[src/rtl/core/luf_pkg.sv]
// Shared types, constants and helpers of the LU factor and solve block.
// Depends on nothing; used by luf_div and lu_factor_solve.
package luf_pkg;

  localparam int unsigned MAX_ORDER = 16;
  localparam int unsigned IDX_W     = $clog2(MAX_ORDER);
  localparam int unsigned ADDR_W    = 2 * IDX_W;
  localparam int unsigned ORDER_W   = 5;
  localparam int unsigned DATA_W    = 32;
  localparam int unsigned DIV_STEPS = 48;
  localparam int unsigned DCNT_W    = $clog2(DIV_STEPS);

  typedef enum logic [1:0] {
    MD_FU   = 2'd0,
    MD_FL   = 2'd1,
    MD_FWD  = 2'd2,
    MD_BACK = 2'd3
  } mode_e;

  typedef struct packed {
    logic              start;
    logic [DATA_W-1:0] num;
    logic [DATA_W-1:0] den;
  } div_req_t;

  typedef struct packed {
    logic              done;
    logic [DATA_W-1:0] quot;
  } div_rsp_t;

  // Saturate a 64-bit signed value to the 32-bit signed range.
  function automatic logic [DATA_W-1:0] sat32(input logic signed [63:0] v);
    logic [DATA_W-1:0] r;
    if (v > 64'sh0000_0000_7FFF_FFFF) begin
      r = 32'h7FFF_FFFF;
    end else if (v < -64'sh0000_0000_8000_0000) begin
      r = 32'h8000_0000;
    end else begin
      r = v[DATA_W-1:0];
    end
    return r;
  endfunction

endpackage

[src/rtl/core/luf_div.sv]
// Iterative Q16.16 divider: (num * 2^16) / den, truncated toward zero, saturated.
// Depends on luf_pkg. One quotient bit per cycle, restoring algorithm.
module luf_div (
  input  logic              clk_i,
  input  logic              rst_ni,
  input  luf_pkg::div_req_t req_i,
  output luf_pkg::div_rsp_t rsp_o
);

  logic                          busy_q, busy_d;
  logic                          done_q, done_d;
  logic [luf_pkg::DCNT_W-1:0]    cnt_q, cnt_d;
  logic [luf_pkg::DATA_W-1:0]    rem_q, rem_d;
  logic [luf_pkg::DIV_STEPS-1:0] quo_q, quo_d;
  logic [luf_pkg::DATA_W-1:0]    den_q, den_d;
  logic                          neg_q, neg_d;
  logic                          zero_q, zero_d;
  logic [luf_pkg::DATA_W-1:0]    res_q, res_d;

  logic [luf_pkg::DATA_W:0]      rem_sh;
  logic                          ge;
  logic [luf_pkg::DATA_W:0]      rem_sub;
  logic [luf_pkg::DIV_STEPS-1:0] q_fin;
  logic [luf_pkg::DATA_W-1:0]    num_abs, den_abs;

  assign num_abs = req_i.num[luf_pkg::DATA_W-1] ? (~req_i.num + 32'd1) : req_i.num;
  assign den_abs = req_i.den[luf_pkg::DATA_W-1] ? (~req_i.den + 32'd1) : req_i.den;
  assign rem_sh  = {rem_q, quo_q[luf_pkg::DIV_STEPS-1]};
  assign ge      = rem_sh >= {1'b0, den_q};
  assign rem_sub = rem_sh - {1'b0, den_q};
  assign q_fin   = {quo_q[luf_pkg::DIV_STEPS-2:0], ge};

  always_comb begin
    busy_d = busy_q;
    done_d = 1'b0;
    cnt_d  = cnt_q;
    rem_d  = rem_q;
    quo_d  = quo_q;
    den_d  = den_q;
    neg_d  = neg_q;
    zero_d = zero_q;
    res_d  = res_q;
    if (req_i.start) begin
      busy_d = 1'b1;
      cnt_d  = luf_pkg::DCNT_W'(luf_pkg::DIV_STEPS - 1);
      rem_d  = '0;
      quo_d  = {num_abs, 16'd0};
      den_d  = den_abs;
      neg_d  = req_i.num[luf_pkg::DATA_W-1] ^ req_i.den[luf_pkg::DATA_W-1];
      zero_d = (req_i.den == '0);
    end else if (busy_q) begin
      rem_d = ge ? rem_sub[luf_pkg::DATA_W-1:0] : rem_sh[luf_pkg::DATA_W-1:0];
      quo_d = q_fin;
      cnt_d = cnt_q - 1'b1;
      if (cnt_q == '0) begin
        busy_d = 1'b0;
        done_d = 1'b1;
        if (zero_q) begin
          res_d = '0;
        end else if (neg_q) begin
          res_d = (q_fin > 48'h0000_8000_0000) ? 32'h8000_0000
                                                : (~q_fin[luf_pkg::DATA_W-1:0] + 32'd1);
        end else begin
          res_d = (q_fin > 48'h0000_7FFF_FFFF) ? 32'h7FFF_FFFF
                                                : q_fin[luf_pkg::DATA_W-1:0];
        end
      end
    end
  end

  always_ff @(posedge clk_i or negedge rst_ni) begin
    if (!rst_ni) begin
      busy_q <= 1'b0;
      done_q <= 1'b0;
      cnt_q  <= '0;
    end else begin
      busy_q <= busy_d;
      done_q <= done_d;
      cnt_q  <= cnt_d;
    end
  end

  always_ff @(posedge clk_i) begin
    rem_q  <= rem_d;
    quo_q  <= quo_d;
    den_q  <= den_d;
    neg_q  <= neg_d;
    zero_q <= zero_d;
    res_q  <= res_d;
  end

  assign rsp_o.done = done_q;
  assign rsp_o.quot = res_q;

endmodule

[config.mk]
export PLATFORM = sky130hd
export DESIGN_NAME = luf_div
export DESIGN_NICKNAME = d
export VERILOG_FILES = /design/src/rtl/core/luf_pkg.sv /design/src/rtl/core/luf_div.sv
export SDC_FILE = /design/constraint.sdc
export NUM_CORES = 1
export LEC_CHECK = 0
export BUFFER_PORTS_ARGS = -buffer_cell sky130_fd_sc_hd__buf_2
export CORE_ASPECT_RATIO = 0.75
export CORE_MARGIN = 2
export CORE_UTILIZATION = 55
export DETAILED_ROUTE_END_ITERATION = 8
export GPL_ROUTABILITY_DRIVEN = 0
export PLACE_DENSITY_LB_ADDON = 0.25
export SYNTH_ARGS = -nofsm -noshare
export SYNTH_HDL_FRONTEND = slang
export SYNTH_SLANG_ARGS = --single-unit
[constraint.sdc]
create_clock -name clk_i -period 8.5 [get_ports clk_i]
set_input_delay 0.85 -clock clk_i [delete_from_list [all_inputs] [get_ports clk_i]]
set_output_delay 0.85 -clock clk_i [all_outputs]
set_load 0.02 [all_outputs]
==> results.md <==
* Status: finished clean
* # DRC at 0
* Htree depth at 4
* CTS tree: done
* Achievable Freq at 158 MHz
* Yosys warns at 0
* Main flop type after synthesis: edfxtp_1
* Leakage Power at 4.43 nW
* Buffer count from post-CTS setup fixing at 0
* Clock insertion delay at the later pin of the skew report at 0.43 ns
* Worst-Margin Slew at 0.956 ns
* Area leader, netlist: edfxtp_1
* Synth top area cells: edfxtp_1 30%, dfxtp_1 9.9%, xnor2_1 7.3%
* Ant. Diodes at 0
* Nets at 1224
* GRT Util Overall at 0.243
* Chip width at 158 microns
* ANT nets after route at 0
* CTS Buf Count at 17
* Top-level I/O count at 100
* Vias in the first global route at 7334
* Fin crit share at 0.747
* Mapped Cells at 1052
* CP max-delay cell: or4b_1
* Clock buffer depth at 2
* Synth top area share at 0.303
* Die height at 119 microns
* WL final at 22300 microns
* Crit path kind: reg -> reg
* Power density over the cells at 276 nW/um^2
* TritonCTS Sinks at 154
* Initial antenna violation count at 0
* Fillcell total at 1483
* Seq/Total Area, Yosys at 0.422
* Initial DRC count at 920
* Max Cap Viol at 0
* DR vias at 8124
* Netlist cell types at 68
* Clock slew seen by the registers of the worst setup and hold paths at 0.06 ns
* Setup TNS at 0 ns
* Clk root buf: clkbuf_16
* Most frequent cell after synthesis: nand2_1
* Number of synthesized flops with an enable pin at 98
* Crit path cell chain: inv_1, ha_1, a21o_1, a21oi_1, o21ai_1, a41oi_1, o311ai_2, o211ai_1, a21oi_1, nor2_2, ha_1, or3b_1, or3_1, or4_4, or2_4, o31ai_2, nand2b_1, or4b_1, a21o_1, nand4_1
* Final Hold Vio Count at 0
* Initial core utilization at 0.556
* FF-to-FF setup slack at 2.15 ns
* CP Buf/Inv Count at 1
* Critical path's top delay family: simple AND/OR/NAND/NOR gates
* Critical Path End Type: flop
* Post-cts sizing count at 0
* Fin Clk Skew at 0.00718 ns
* Post-Syn Area at 9730 sq um
* Unrepaired setup endpoints after global routing: no
* Syn_area_per_cell at 9.25 sq um
* Routed WL per cell at 16.2 microns
* CP max stage delay at 0.66 ns
* Post-synth ARST share at 0.0519
* Hold Buf Count CTS at 0
* CP Max Fanout at 25
* Die Area at 18800 sq um
* CP Launch Type: flop
* Crit path DAT at 6.64 ns
* Overflow after GRT at 0
* Area Overhead vs Synth at 12.7%
* Pre-antenna DRT Iters at 5
* Core area at 17500 sq um
* DP HPWL at 15300 microns
* Peak supply drop at 0.154 mV
* Commonest cells post-synth: 120 x nand2_1, 98 x edfxtp_1, 91 x nor2_1
* Share of cells above drive strength 1 at 0.140
* Std cell rows at 42
* Syn Nets at 1157
* Fin crit period at 6.35 ns
* First-pass GRT wire length at 36600 microns
* WP data required at 8.79 ns
* Slew margin rel. at 0.363
* Slew Viols, Final at 0
* I/O Buffers at 99
* Worst min path class: in -> async
* Hold Worst Slack at 0.260 ns
* Routed vias/inst at 5.91
* Setup violations, final at 0
* Largest net degree at the start of global routing at 82
* #FFs+latches synth at 154
[cell usage in the layout (no fill, tap or decap), types with 12 or more instances in the layout]
cell type and n:
o21ai_0 46, or4_1 15, a311oi_1 27, nand2_1 120, a22o_1 33, nand3_1 14, edfxtp_1 98, a31oi_1 15
inv_1 56, nor2_1 90, dfxtp_1 48, buf_2 98, nor3_1 25, nand2b_1 15, xor2_1 12, o31ai_1 25
xnor2_1 81, ha_1 37, mux2i_1 18, or3_1 21, nor4_1 13, a21o_1 16, clkbuf_16 17, a21oi_1 43
[layout make-up]
class,instances,area [sq um],area share
Clock inverter,12,174,0.0159
Sequential cell,154,4110,0.374
Inverter,56,210,0.0192
Tap cell,242,303,0.0276
Timing Repair Buffer,108,566,0.0516
Clock buffer,20,437,0.0398
Multi-Input combinational cell,782,5170,0.472
[state kept, by name (all words and copies together) (netlist names)]
register,count
quo_q,48
zero_q,1
den_q,32
busy_q,1
res_q,32
cnt_q,6
neg_q,1
rem_q,32
done_q,1
[worst paths after layout]
path | start | to | depth (start not counted)
min in group clk_i | rem_q[25]$_SDFFE_PP0P_ | rem_q[26]$_SDFFE_PP0P_ | 2
max | den_q[4]$_DFFE_PP_ | res_q[13]$_SDFFCE_PP0P_ | 20
min | rst_ni | cnt_q[4]$_DFFE_PN0P_ | 1
min reg2reg | rem_q[25]$_SDFFE_PP0P_ | rem_q[26]$_SDFFE_PP0P_ | 2
max in group asynchronous | rst_ni | busy_q$_DFF_PN0_ | 1
max reg2reg | den_q[4]$_DFFE_PP_ | res_q[13]$_SDFFCE_PP0P_ | 20
[report_power, final]
group / total [mW] / internal [mW] / switching [mW]
logic: 1.22 / 0.483 / 0.733
registers: 1.03 / 0.925 / 0.102
clock network: 0.788 / 0.490 / 0.298
total: 3.03 / 1.90 / 1.13
[metal layers]
metal	vias up	wire, microns	track usage
met1	3784	11000	0.368
met2	309	9460	0.359
li1	4017	-	-
met3	14	1680	0.0542
met5	-	0	0
met4	0	166	0.0477
[stage by stage]
step           instances  power (mW)  utilization  area [sq um]  setup WS (ns)
3_3_place_gp        1342        2.21        0.592         10400           2.42
6_report            1374        3.03        0.627         11000           2.15
3_5_place_dp        1342        2.23        0.592         10400           2.25
4_1_cts             1374        3.03        0.627         11000           2.24
5_1_grt             1374        3.22        0.627         11000           1.64
2_1_floorplan       1052        1.95            -          9730           2.77
[cell families after synthesis]
| kind of cell | Yosys count | synth area share |
|---|---|---|
| flip-flops | 154 | 0.422 |
| AO/OA/AOI/OAI | 263 | 0.191 |
| XOR/XNOR | 93 | 0.0837 |
| buffers and inverters | 116 | 0.0470 |
| multiplexers | 20 | 0.0208 |
| adder cells (fa/ha/maj) | 38 | 0.0497 |
| AND/OR/NAND/NOR | 368 | 0.186 |
(Power assumes the default switching activity.)
